--- config.mk ---
export PLATFORM = sky130hd
export DESIGN_NAME = nsc_front
export DESIGN_NICKNAME = d
export VERILOG_FILES = /design/src/hw/rtl/nsc_pkg.sv /design/src/hw/rtl/nsc_front.sv
export SDC_FILE = /design/constraint.sdc
export NUM_CORES = 1
export LEC_CHECK = 0
export ABC_AREA = 1
export BUFFER_PORTS_ARGS = -buffer_cell sky130_fd_sc_hd__buf_4
export CAP_MARGIN = 30
export CORE_UTILIZATION = 50
export CTS_BUF_LIST = sky130_fd_sc_hd__clkbuf_4
export DETAILED_ROUTE_END_ITERATION = 10
export GPL_ROUTABILITY_DRIVEN = 0
export PLACE_DENSITY = 0.7
export SLEW_MARGIN = 15
export SYNTH_ARGS = -nofsm -noshare
export SYNTH_HDL_FRONTEND = slang
export SYNTH_SLANG_ARGS = --single-unit
--- constraint.sdc ---
create_clock -name clk -period 3.4 [get_ports clk]
set_input_delay 0.34 -clock clk [delete_from_list [all_inputs] [get_ports clk]]
set_output_delay 0.34 -clock clk [all_outputs]
set_load 0.005 [all_outputs]
--- src/hw/rtl/nsc_pkg.sv ---
// Shared types and constants of the NMEA sentence checker.
package nsc_pkg;

  typedef enum logic [1:0] {
    EVT_VALID    = 2'd0,
    EVT_INVALID  = 2'd1,
    EVT_OVERFLOW = 2'd2
  } evt_kind_e;

  typedef enum logic [1:0] {
    CLS_OTHER = 2'd0,
    CLS_GGA   = 2'd1,
    CLS_RMC   = 2'd2,
    CLS_GST   = 2'd3
  } sent_class_e;

  typedef enum logic [2:0] {
    FIX_NONE        = 3'd0,
    FIX_SINGLE      = 3'd1,
    FIX_DIFF        = 3'd2,
    FIX_CARRIER_INT = 3'd3,
    FIX_CARRIER_FLT = 3'd4
  } fix_kind_e;

  localparam logic [7:0] CH_DOLLAR = 8'h24;
  localparam logic [7:0] CH_STAR   = 8'h2A;
  localparam logic [7:0] CH_LF     = 8'h0A;
  localparam logic [7:0] CH_CR     = 8'h0D;
  localparam logic [7:0] CH_COMMA  = 8'h2C;

  localparam logic [23:0] TYPE_GGA    = 24'h474741;
  localparam logic [23:0] TYPE_RMC    = 24'h524D43;
  localparam logic [23:0] TYPE_GST    = 24'h475354;
  localparam logic [23:0] TYPE_DASHES = 24'h2D2D2D;

  localparam int unsigned Q_DEPTH = 2;

  typedef struct packed {
    evt_kind_e   kind;
    logic [23:0] ptype;
    logic        many_fields;
    logic [7:0]  quality;
    logic [7:0]  sats;
    logic        lat;
    logic        lon;
  } cmd_t;

endpackage

--- src/hw/rtl/nsc_front.sv ---
// Line tracker: checksum, type and GGA field capture, one byte per cycle.
module nsc_front #(
  parameter int unsigned LINE_CAPACITY = 128
) (
  input  logic          clk,
  input  logic          rst_n,
  input  logic          byte_vld,
  input  logic [7:0]    rx_byte,
  output logic          cmd_push,
  output nsc_pkg::cmd_t cmd_data
);

  localparam int unsigned LEN_W = $clog2(LINE_CAPACITY);

  logic [LEN_W-1:0] len_r, len_nxt;
  logic             dollar_r, dollar_nxt;
  logic [7:0]       xor_r, xor_nxt;
  logic             star_r, star_nxt;
  logic [1:0]       after_r, after_nxt;
  logic [7:0]       rsum_r, rsum_nxt;
  logic             hexok_r, hexok_nxt;
  logic [23:0]      ptype_r, ptype_nxt;
  logic [4:0]       field_r, field_nxt;
  logic [7:0]       qual_r, qual_nxt;
  logic [7:0]       sats_r, sats_nxt;
  logic             dopen_r, dopen_nxt;
  logic             lat_r, lat_nxt;
  logic             lon_r, lon_nxt;

  logic        is_cr, is_lf, is_digit, room, ok, do_clear;
  logic [4:0]  hex;
  logic [11:0] qual_wide;
  logic [7:0]  digit;

  function automatic logic [4:0] hex_decode(input logic [7:0] c);
    logic [4:0] r;
    r = 5'd0;
    if (c >= 8'h30 && c <= 8'h39)      r = {1'b1, c[3:0]};
    else if (c >= 8'h41 && c <= 8'h46) r = {1'b1, 4'(c[3:0] + 4'd9)};
    else if (c >= 8'h61 && c <= 8'h66) r = {1'b1, 4'(c[3:0] + 4'd9)};
    return r;
  endfunction

  assign is_cr     = (rx_byte == nsc_pkg::CH_CR);
  assign is_lf     = (rx_byte == nsc_pkg::CH_LF);
  assign is_digit  = (rx_byte >= 8'h30) && (rx_byte <= 8'h39);
  assign room      = (len_r < LEN_W'(LINE_CAPACITY - 1));
  assign hex       = hex_decode(rx_byte);
  assign digit     = rx_byte - 8'h30;
  assign qual_wide = 12'(qual_r) * 12'd10 + 12'(digit);

  assign ok = dollar_r && star_r && (after_r >= 2'd2) && hexok_r &&
              (rsum_r == xor_r) && (len_r >= LEN_W'(6));

  assign cmd_push = byte_vld && !is_cr && (is_lf ? (len_r != '0) : !room);
  assign do_clear = byte_vld && !is_cr && (is_lf || !room);

  always_comb begin
    cmd_data.kind        = !is_lf ? nsc_pkg::EVT_OVERFLOW :
                           (ok ? nsc_pkg::EVT_VALID : nsc_pkg::EVT_INVALID);
    cmd_data.ptype       = ptype_r;
    cmd_data.many_fields = (field_r >= 5'd9);
    cmd_data.quality     = qual_r;
    cmd_data.sats        = sats_r;
    cmd_data.lat         = lat_r;
    cmd_data.lon         = lon_r;
  end

  always_comb begin
    len_nxt    = len_r;
    dollar_nxt = dollar_r;
    xor_nxt    = xor_r;
    star_nxt   = star_r;
    after_nxt  = after_r;
    rsum_nxt   = rsum_r;
    hexok_nxt  = hexok_r;
    ptype_nxt  = ptype_r;
    field_nxt  = field_r;
    qual_nxt   = qual_r;
    sats_nxt   = sats_r;
    dopen_nxt  = dopen_r;
    lat_nxt    = lat_r;
    lon_nxt    = lon_r;
    if (do_clear) begin
      len_nxt    = '0;
      dollar_nxt = 1'b0;
      xor_nxt    = 8'd0;
      star_nxt   = 1'b0;
      after_nxt  = 2'd0;
      rsum_nxt   = 8'd0;
      hexok_nxt  = 1'b1;
      ptype_nxt  = 24'd0;
      field_nxt  = 5'd0;
      qual_nxt   = 8'd0;
      sats_nxt   = 8'd0;
      dopen_nxt  = 1'b1;
      lat_nxt    = 1'b0;
      lon_nxt    = 1'b0;
    end else if (byte_vld && !is_cr) begin
      if (len_r == '0) dollar_nxt = (rx_byte == nsc_pkg::CH_DOLLAR);
      if (len_r >= LEN_W'(3) && len_r <= LEN_W'(5)) ptype_nxt = {ptype_r[15:0], rx_byte};
      if (!star_r) begin
        if (len_r != '0 && rx_byte == nsc_pkg::CH_STAR) begin
          star_nxt = 1'b1;
        end else begin
          if (len_r != '0) xor_nxt = xor_r ^ rx_byte;
          if (rx_byte == nsc_pkg::CH_COMMA) begin
            if (field_r < 5'd15) begin
              field_nxt = field_r + 5'd1;
              dopen_nxt = 1'b1;
            end else begin
              dopen_nxt = 1'b0;
            end
          end else begin
            if (field_r == 5'd2) lat_nxt = 1'b1;
            if (field_r == 5'd4) lon_nxt = 1'b1;
            if (field_r == 5'd6 && dopen_r && is_digit) begin
              qual_nxt = (qual_wide > 12'd255) ? 8'd255 : qual_wide[7:0];
            end else if (field_r == 5'd7 && dopen_r && is_digit) begin
              sats_nxt = 8'(sats_r * 8'd10 + digit);
            end else begin
              dopen_nxt = 1'b0;
            end
          end
        end
      end else if (after_r < 2'd3) begin
        if (after_r < 2'd2) begin
          if (!hex[4]) hexok_nxt = 1'b0;
          else         rsum_nxt  = {rsum_r[3:0], hex[3:0]};
        end
        after_nxt = after_r + 2'd1;
      end
      len_nxt = len_r + LEN_W'(1);
    end
  end

  always_ff @(posedge clk) begin
    if (!rst_n) begin
      len_r    <= '0;
      dollar_r <= 1'b0;
      xor_r    <= 8'd0;
      star_r   <= 1'b0;
      after_r  <= 2'd0;
      rsum_r   <= 8'd0;
      hexok_r  <= 1'b1;
      ptype_r  <= 24'd0;
      field_r  <= 5'd0;
      qual_r   <= 8'd0;
      sats_r   <= 8'd0;
      dopen_r  <= 1'b1;
      lat_r    <= 1'b0;
      lon_r    <= 1'b0;
    end else begin
      len_r    <= len_nxt;
      dollar_r <= dollar_nxt;
      xor_r    <= xor_nxt;
      star_r   <= star_nxt;
      after_r  <= after_nxt;
      rsum_r   <= rsum_nxt;
      hexok_r  <= hexok_nxt;
      ptype_r  <= ptype_nxt;
      field_r  <= field_nxt;
      qual_r   <= qual_nxt;
      sats_r   <= sats_nxt;
      dopen_r  <= dopen_nxt;
      lat_r    <= lat_nxt;
      lon_r    <= lon_nxt;
    end
  end

endmodule

==> summary.txt, run 1 <==
Outcome
  • Status: completed

Final layout
  • Most common cell after layout, fill and taps aside: nand2_1
  • P&R area growth vs syn: 11.9%
  • Final #Nets: 817
  • Commonest cells after routing, fill and taps aside: nand2_1, inv_1, nor2_1, dfxtp_1, buf_4
  • Filler cell count: 937
  • FF+latch area: 1520 µm²
  • Multi-input gate area: 3060 µm²
  • Share of cells above drive strength 1: 14.8%

Drt
  • Final ANT Viol Nets: 0
  • DR DRC count: 0
  • Starting DRT DRC Count: 223
  • WL per Instance: 13.2 µm
  • Via count: 4,648
  • Drt first pass iters: 4
  • Post-DR vias/cell: 5.22
  • Routed WL: 11.7 mm

Power and ir drop
  • Internal: 0.00138 W
  • Sw Pwr: 0.000532 W
  • Seq pwr share: 48.6%
  • VDD IR-drop max: 0.186 mV
  • Clock Power Share: 38.5%
  • Pwr dens: 333 nW/µm²
  • P_leak: 2.80 nW
  • Comb power frac: 12.8%
  • Net Sw Frac: 27.8%

Global routing
  • Busiest grt layer: met2
  • Gr ovfl total: 0
  • M3 GR Usage: 2.62%
  • Met2 global-route usage: 41.3%
  • Met1 Use GR: 29.3%
  • Largest net degree at the start of global routing: 60
  • Total GRT Usage: 23.4%
  • First-pass GRT wire length: 19.5 mm
  • Vias in the first global route: 4,223
  • Initial antenna violation count: 1

Clocking
  • CTS resizes: 0
  • Skew-Pair Late Insertion Delay: 0.44 ns
  • Setup Fix Bufs, Post-CTS: 0
  • Clock root cell: clkbuf_4
  • Htree depth: 3
  • CTS buffer count: 9
  • Worst-path clk slew: 0.14 ns
  • Maximum clock insertion buffer count: 2
  • Cts hold-fix bufs: 0
  • Clk sinks: 76
  • CTS tree: built

Timing
  • Final clock period utilization by the worst path: 88.1%
  • Setup TNS: 0 ns
  • Final Worst Setup Slack: 0.404 ns
  • Max-slew violations: 0
  • Clock Skew: 0.0136 ns
  • Post-layout min period: 3.00 ns
  • FMAX: 0.334 GHz
  • Hold Violations, Final: 0
  • Final setup vio count: 0
  • Unrepaired setup endpoints after global routing: false
  • Worst slew pin tran: 0.538 ns
  • Slew margin rel.: 64.1%

Placement
  • DP Wirelength: 8.74 mm
  • Dpl ws: 0.442 ns
  • Port bufs: 56

Floorplanning
  • Starting density of the core: 52.0%
  • Vert. Die Dim: 103 µm
  • CORE AREA: 9860 µm²
  • I/O pin cnt: 57
  • Die area: 10,700 µm²
  • Site Rows: 36
  • Die X: 103 µm

Critical path
  • Nature of the critical path endpoint: flip-flop
  • CP Launch Type: flip-flop
  • CP endpoint: qual_r[4]
  • Setup crit start: qual_r[1]
  • RR Startpoint: qual_r[1]
  • Max Fanout on Critical Path: 8
  • WP data arrival: 3.35 ns
  • Kind of critical path: reg -> reg
  • Reg-to-reg slack, setup: 0.40 ns
  • Worst EP required: 3.76 ns
  • Reg-to-Reg End: qual_r[4]
  • Worst r2r path cells: 11

Yosys
  • Post-Syn Area: 5130 µm²
  • Dominant synthesized flop cell: dfxtp_1
  • Distinct cell type count after synthesis: 41
  • Sequential fraction of the synthesis area: 29.6%
  • Yosys warnings: 0
  • Post-synth EDFFs: 0
  • Post-Synthesis Net Count: 771
  • Mapped Cells: 705
  • #FFs+latches synth: 76
  • Syn Area/Cell: 7.28 µm²
  • Asr flop ratio synth: 0%

Flow run
  • Max_cap viols: 0

Min path
  • Worst min path class: in -> reg
cells in the mapped netlist, drive strengths merged, types with 6 or more instances:
| library cell | n | share of area [%] |
|---|---|---|
| a21oi | 46 | 4.7 |
| buf | 20 | 3.2 |
| dfxtp | 76 | 30 |
| ha | 51 | 12 |
| inv | 101 | 7.4 |
| nand2 | 136 | 11 |
| nand3 | 46 | 4.7 |
| nand4 | 20 | 2.9 |
| nor2 | 90 | 8.5 |
| nor3 | 11 | 1.1 |
| o21ai | 44 | 4.4 |
| o21bai | 6 | 0.88 |
| xnor2 | 13 | 2.2 |
| xor2 | 11 | 1.9 |
power by group through the flow:
stage	registers, W	clock network [W]	logic, W
after global placement	0.000949	0	0.000238
after CTS	0.000931	0.000752	0.000244
after detailed placement	0.000950	0	0.000243
after global routing	0.000934	0.000791	0.000277
final	0.000930	0.000736	0.000246
after floorplan	0.000947	0	0.000179
registers in the layout, summed over array words and instances (netlist names):
| name | cells |
|---|---|
| len_r | 7 |
| field_r | 5 |
| rsum_r | 8 |
| dopen_r | 1 |
| star_r | 1 |
| hexok_r | 1 |
| qual_r | 8 |
| xor_r | 8 |
| sats_r | 8 |
| after_r | 2 |
| lat_r | 1 |
| ptype_r | 24 |
| lon_r | 1 |
| dollar_r | 1 |
through the flow:
stage               utilization, %  cell area (µm²)  hold slack, ns  power, W  std cells
CTS                           58.2             5740           0.237   0.00193        889
finish                        58.3             5750           0.256   0.00191        890
global route                  58.3             5750           0.255   0.00200        890
global placement              56.3             5550           0.428   0.00119        873
detailed placement            56.3             5550           0.438   0.00119        873
floorplan                        -             5130           0.419   0.00113        705
worst max-delay path, cell delays in order, from the launching register on:
cell	delay [ns]
dfxtp_1	0.46
ha_1	0.27
ha_1	0.22
fa_1	0.41
xor2_1	0.16
ha_1	0.33
a21oi_1	0.21
nand4_1	0.15
o21bai_1	0.20
nand3_1	0.27
nor2_1	0.17
nor2_1	0.05
metal layers:
metal / share of wire (%) / wire, µm / up-vias
met1: 46 / 5360 / 2126
met5: 0 / 0 / -
li1: - / - / 2386
met2: 49 / 5690 / 122
met4: 1.4 / 168 / 0
met3: 4.3 / 504 / 14
worst min path at each step:
stage / startpoint / to / slack, ns / cells after the start
floorplan: hexok_r / hexok_r / 0.42 / 2
CTS: rx_byte[0] / sats_r[0] / 0.24 / 3
finish: rx_byte[5] / ptype_r[5] / 0.26 / 3
global placement: hexok_r / hexok_r / 0.43 / 2
global route: rx_byte[4] / ptype_r[4] / 0.26 / 3
detailed placement: ptype_r[19] / ptype_r[19] / 0.44 / 2
cell type report:
cell class | instances | share of cell area (%)
Antenna cell | 1 | 0.0435
Clock buffer | 9 | 1.18
Sequential cell | 76 | 26.5
Multi-Input combinational cell | 506 | 53.2
Timing Repair Buffer | 57 | 7.45
Tap cell | 133 | 2.90
Inverter | 101 | 6.64
Clock inverter | 7 | 2.13
kinds of logic (layout without fill, tap and decap cells):
kind of cell / count (synthesis) / in the layout / synth area share [%]
simple gates: 319 / 319 / 29.8
compound gates: 108 / 108 / 11.7
other cells: 0 / 1 / 0
xor+xnor: 24 / 24 / 4.09
fa+ha+maj: 55 / 55 / 14.0
buf+inv: 123 / 174 / 10.8
flops: 76 / 76 / 29.6
Note: power is estimated with default switching activity, not from simulation.
==> run 2: changes to the inputs <==
--- a/config.mk
+++ b/config.mk
@@ -15,2 +15,3 @@
 export PLACE_DENSITY = 0.7
+export SKIP_CTS_REPAIR_TIMING = 1
 export SLEW_MARGIN = 15
==> constraint.sdc (replaced) <==
create_clock -name clk -period 3.4 [get_ports clk]
set_input_delay 0.85 -clock clk [delete_from_list [all_inputs] [get_ports clk]]
set_output_delay 0.85 -clock clk [all_outputs]
set_load 0.005 [all_outputs]
==> run 2 against run 1 <==
Compared with the run above: sequential cell count did not move; count of clock-buffer cells in the layout stayed put; wire length grew 4.2%; final cell count rose by 0.67%; highest routed layer unchanged.
==> summary.txt, run 2 (same netlist as run 1, synthesis figures left out) <==
Clocking
  • Maximum clock insertion buffer count: 2
  • Clk sinks: 76
  • Clock root cell: clkbuf_4
  • CTS tree: built
  • CTS buffer count: 9
  • Skew-Pair Late Insertion Delay: 0.44 ns
  • Htree depth: 3
  • Worst-path clk slew: 0.14 ns

Critical path
  • Kind of critical path: in -> out
  • Max Fanout on Critical Path: 9
  • Setup crit start: rx_byte[0]
  • CP max-delay cell: ha_1
  • CP Launch Type: primary input
  • Worst path cell trace: buf_4 -> inv_1 -> ha_1 -> nand3_2 -> inv_1 -> nand2_1 -> o21ai_2 -> nand2_2 -> a31oi_1 -> buf_4
  • RR Startpoint: qual_r[1]
  • Worst EP required: 2.55 ns
  • WP data arrival: 2.21 ns
  • Max incr delay on CP: 0.25 ns
  • Nature of the critical path endpoint: output port

Placement
  • DP Wirelength: 9.26 mm
  • Port bufs: 56
  • Dpl cells: 879

Global routing
  • Largest net degree at the start of global routing: 49
  • Initial antenna violation count: 1
  • Total GRT Usage: 24.0%
  • Vias in the first global route: 4,369
  • First-pass GRT wire length: 19.8 mm
  • Gr ovfl total: 0

Drt
  • Final ANT Viol Nets: 0
  • Via count: 4,734
  • WL per Instance: 13.6 µm
  • Starting DRT DRC Count: 225
  • Post-DR vias/cell: 5.28
  • DR DRC count: 0
  • Routed WL: 12.2 mm
  • Drt first pass iters: 5

Final layout
  • Most flops, register: ptype_r
  • Largest register FFs: 24
  • Fin cells: 896
  • Commonest cells after routing, fill and taps aside: nand2_1, inv_1, nor2_1, dfxtp_1, buf_4
  • Final #Nets: 823
  • P&R area growth vs syn: 11.9%
  • Share of cells above drive strength 1: 15.4%
  • Most common cell after layout, fill and taps aside: nand2_1

Timing
  • Setup TNS: 0 ns
  • Final setup vio count: 0
  • Worst slew pin tran: 0.409 ns
  • Post-layout min period: 3.06 ns
  • Slew margin rel.: 72.7%
  • Clock Skew: 0.0212 ns
  • Unrepaired setup endpoints after global routing: false
  • Hold Violations, Final: 0
  • Final clock period utilization by the worst path: 89.9%
  • FMAX: 0.327 GHz
  • Max-slew violations: 0

Floorplanning
  • Starting density of the core: 52.0%
  • Die X: 103 µm
  • Site Rows: 36
  • Die area: 10,700 µm²
  • CORE AREA: 9860 µm²
  • I/O pin cnt: 57
  • Vert. Die Dim: 103 µm

Power and ir drop
  • Net Sw Frac: 30.0%
  • Pwr dens: 308 nW/µm²
  • Comb power frac: 14.5%
  • P_leak: 2.81 nW
  • Sw Pwr: 0.000531 W
  • Seq pwr share: 52.6%
  • Clock Power Share: 32.9%
  • VDD IR-drop max: 0.183 mV
  • Internal: 0.00124 W

Min path
  • Worst min path class: reg -> reg
  • Hold_sp: ptype_r[18]

Outcome
  • Status: completed

Flow run
  • Max_cap viols: 0
-- run 2: cell types whose count changed in the layout (fill, tap and decap cells not counted), sizes merged --
| cell | delta |
|---|---|
| buf | +6 |
| clkinv | +4 |
| bufinv | -2 |
| clkinvlp | -2 |
-- run 2: path summary, 6_finish.rpt --
check,to,slack [ns],depth (start not counted)
max reg2reg,qual_r[1],0.38,13
max,cmd_push,0.34,10
min reg2reg,ptype_r[18],0.45,2
min,ptype_r[18],0.45,2
-- run 2: critical path, delay by kind of cell --
kind | cells | cell delay (ns)
compound gates | 2 | 0.23
fa+ha+maj | 1 | 0.25
buf+inv | 4 | 0.57
simple gates | 3 | 0.32
-- run 2: cell type report --
type,count,area [µm²]
Inverter,101,382
Tap cell,133,166
Antenna cell,1,2.50
Clock inverter,7,73.8
Fill cell,950,4120
Sequential cell,76,1520
Timing Repair Buffer,63,473
Multi-Input combinational cell,506,3060
Clock buffer,9,67.6
-- run 2: stage by stage --
step | utilization (%) | area, µm² | power [W] | hold slack [ns] | setup WS, ns
after floorplan | - | 5130 | 0.00113 | 0.419 | 0.752
after global placement | 56.8 | 5600 | 0.00119 | 0.434 | 0.418
after detailed placement | 56.8 | 5600 | 0.00120 | 0.438 | 0.354
after CTS | 58.2 | 5740 | 0.00178 | 0.458 | 0.369
after global routing | 58.2 | 5740 | 0.00185 | 0.484 | 0.106
final | 58.2 | 5740 | 0.00177 | 0.455 | 0.343
-- run 2: routing by layer --
layer  track usage [%]  wire [µm]  up-vias
li1                  -          -     2401
met1              28.9       5350     2190
met2              42.8       5990      125
met3              4.70        676       18
met4              7.91        207        0
met5                 0          0        -
-- run 2: power by group through the flow --
| stage | Clock [W] | Combinational [W] | Sequential [W] |
|---|---|---|---|
| floorplan | 0 | 0.000179 | 0.000947 |
| global placement | 0 | 0.000245 | 0.000949 |
| detailed placement | 0 | 0.000252 | 0.000950 |
| CTS | 0.000600 | 0.000253 | 0.000930 |
| global route | 0.000629 | 0.000284 | 0.000934 |
| finish | 0.000582 | 0.000256 | 0.000930 |
==> run 3: changes to the inputs <==
- CORE_UTILIZATION: 50 -> 25
- GPL_TIMING_DRIVEN: unset -> 0
- PLACE_DENSITY: 0.7 -> unset
- clock period: 3.4 -> 3.82 ns (I/O delays scaled with it)
==> run 3 against run 2 <==
Compared with the run above: clock skew decreased by 0.0015 ns; critical path depth stayed put; non-clock buffer count up 13; combinational power is 7% lower; core utilization fell by 28 points; cell area up 5.2%; clock power about the same; final cell count is 17% higher; largest cell class unchanged.
==> summary.txt, run 3 (same netlist as run 1, synthesis figures left out) <==
Min path
  • Worst min path class: reg -> reg

Timing
  • FMAX: 0.291 GHz
  • Setup TNS: 0 ns
  • Final clock period utilization by the worst path: 89.8%
  • Max-slew violations: 0
  • Fin Hold WS: 0.452 ns
  • Slew margin rel.: 61.4%
  • Unrepaired setup endpoints after global routing: false
  • Worst slew pin tran: 0.575 ns
  • Hold Violations, Final: 0
  • Final setup vio count: 0
  • Clock Skew: 0.0197 ns
  • Post-layout min period: 3.43 ns

Drt
  • Post-DR vias/cell: 4.36
  • Routed WL: 12.9 mm
  • Final ANT Viol Nets: 0
  • Via count: 4,551
  • Starting DRT DRC Count: 229
  • Drt first pass iters: 4
  • DR DRC count: 0
  • WL per Instance: 12.4 µm

Clocking
  • Htree depth: 3
  • CTS buffer count: 9
  • Clock root cell: clkbuf_4
  • CTS tree: built
  • Worst-path clk slew: 0.13 ns
  • Clk sinks: 76
  • Skew-Pair Late Insertion Delay: 0.46 ns
  • Maximum clock insertion buffer count: 2

Final layout
  • Most flops, register: ptype_r
  • Antenna cells: 0
  • Filler cell count: 2,248
  • P&R area growth vs syn: 17.7%
  • Final #Nets: 836
  • Design area: 6040 µm²
  • Most common cell after layout, fill and taps aside: nand2_1
  • Commonest cells after routing, fill and taps aside: nand2_1, inv_1, nor2_1, dfxtp_1, buf_4
  • Multi-input gate area: 3060 µm²
  • Share of cells above drive strength 1: 16.5%
  • Fin cells: 1,045
  • FF+latch area: 1520 µm²
  • Largest register FFs: 24

Global routing
  • Vias in the first global route: 4,220
  • Total GRT Usage: 12.8%
  • Gr ovfl total: 0
  • Largest net degree at the start of global routing: 14
  • First-pass GRT wire length: 21.4 mm
  • Initial antenna violation count: 0

Placement
  • Dpl cells: 1,029
  • DP Wirelength: 10.0 mm
  • DP Area: 5880 µm²
  • Port bufs: 54

Power and ir drop
  • Pwr dens: 273 nW/µm²
  • P_leak: 2.88 nW
  • VDD IR-drop max: 0.160 mV

Critical path
  • Kind of critical path: in -> out
  • Max Fanout on Critical Path: 7
  • CP Launch Type: primary input
  • WP data arrival: 2.48 ns
  • Reg-to-reg slack, setup: 0.76 ns
  • Worst EP required: 2.86 ns
  • Nature of the critical path endpoint: output port

Floorplanning
  • Site Rows: 52
  • Die area: 21,100 µm²
  • Die X: 145 µm
  • CORE AREA: 20,200 µm²
  • Starting density of the core: 25.5%
  • Vert. Die Dim: 145 µm
  • I/O pin cnt: 57

Flow run
  • Max_cap viols: 0

Outcome
  • Status: completed
## run 3: final cells by class
cell class | instances | area share [%]
timing repair buffer | 54 | 6.71
tap | 270 | 5.59
inverter | 101 | 6.32
buffer | 22 | 2.88
sequential | 76 | 25.2
clock inverter | 6 | 1.47
clock buffer | 10 | 1.24
multi-input combinational | 506 | 50.6
## run 3: critical path, cell delays in order
cell     delay (ns)
buf_4          0.14
inv_1          0.27
ha_1           0.25
inv_1          0.08
nor2_2         0.14
nand2_1        0.12
o21ai_2        0.08
nand2_2        0.09
a31oi_1        0.19
buf_4          0.14
## run 3: per-layer routing
| layer | track usage, % | wire, µm |
|---|---|---|
| met3 | 3.33 | 682 |
| met4 | 3.63 | 141 |
| met2 | 19.8 | 5560 |
| met5 | 0 | 0 |
| met1 | 17.5 | 6540 |
## run 3: power breakdown
part / total (W) / switching, W / internal, W
Clock: 0.000585 / 0.000313 / 0.000273
Combinational: 0.000238 / 0.000145 / 0.0000924
Sequential: 0.000827 / 0.0000153 / 0.000812
## run 3: through the flow
stage               util, %  setup WS, ns  power (W)
detailed placement     29.1         0.369    0.00108
global placement       29.1         0.371    0.00108
finish                 30.0         0.388    0.00165
floorplan                 -         0.980    0.00100
global route           30.0         0.269    0.00173
CTS                    30.0         0.365    0.00168
## run 3: worst paths after layout
path                                  start           to  depth (start not counted)
worst max-delay path             rx_byte[4]     cmd_push                         10
worst min-delay path            ptype_r[23]  ptype_r[23]                          2
worst max register to register    qual_r[1]    qual_r[2]                         11
worst min register to register  ptype_r[23]  ptype_r[23]                          2
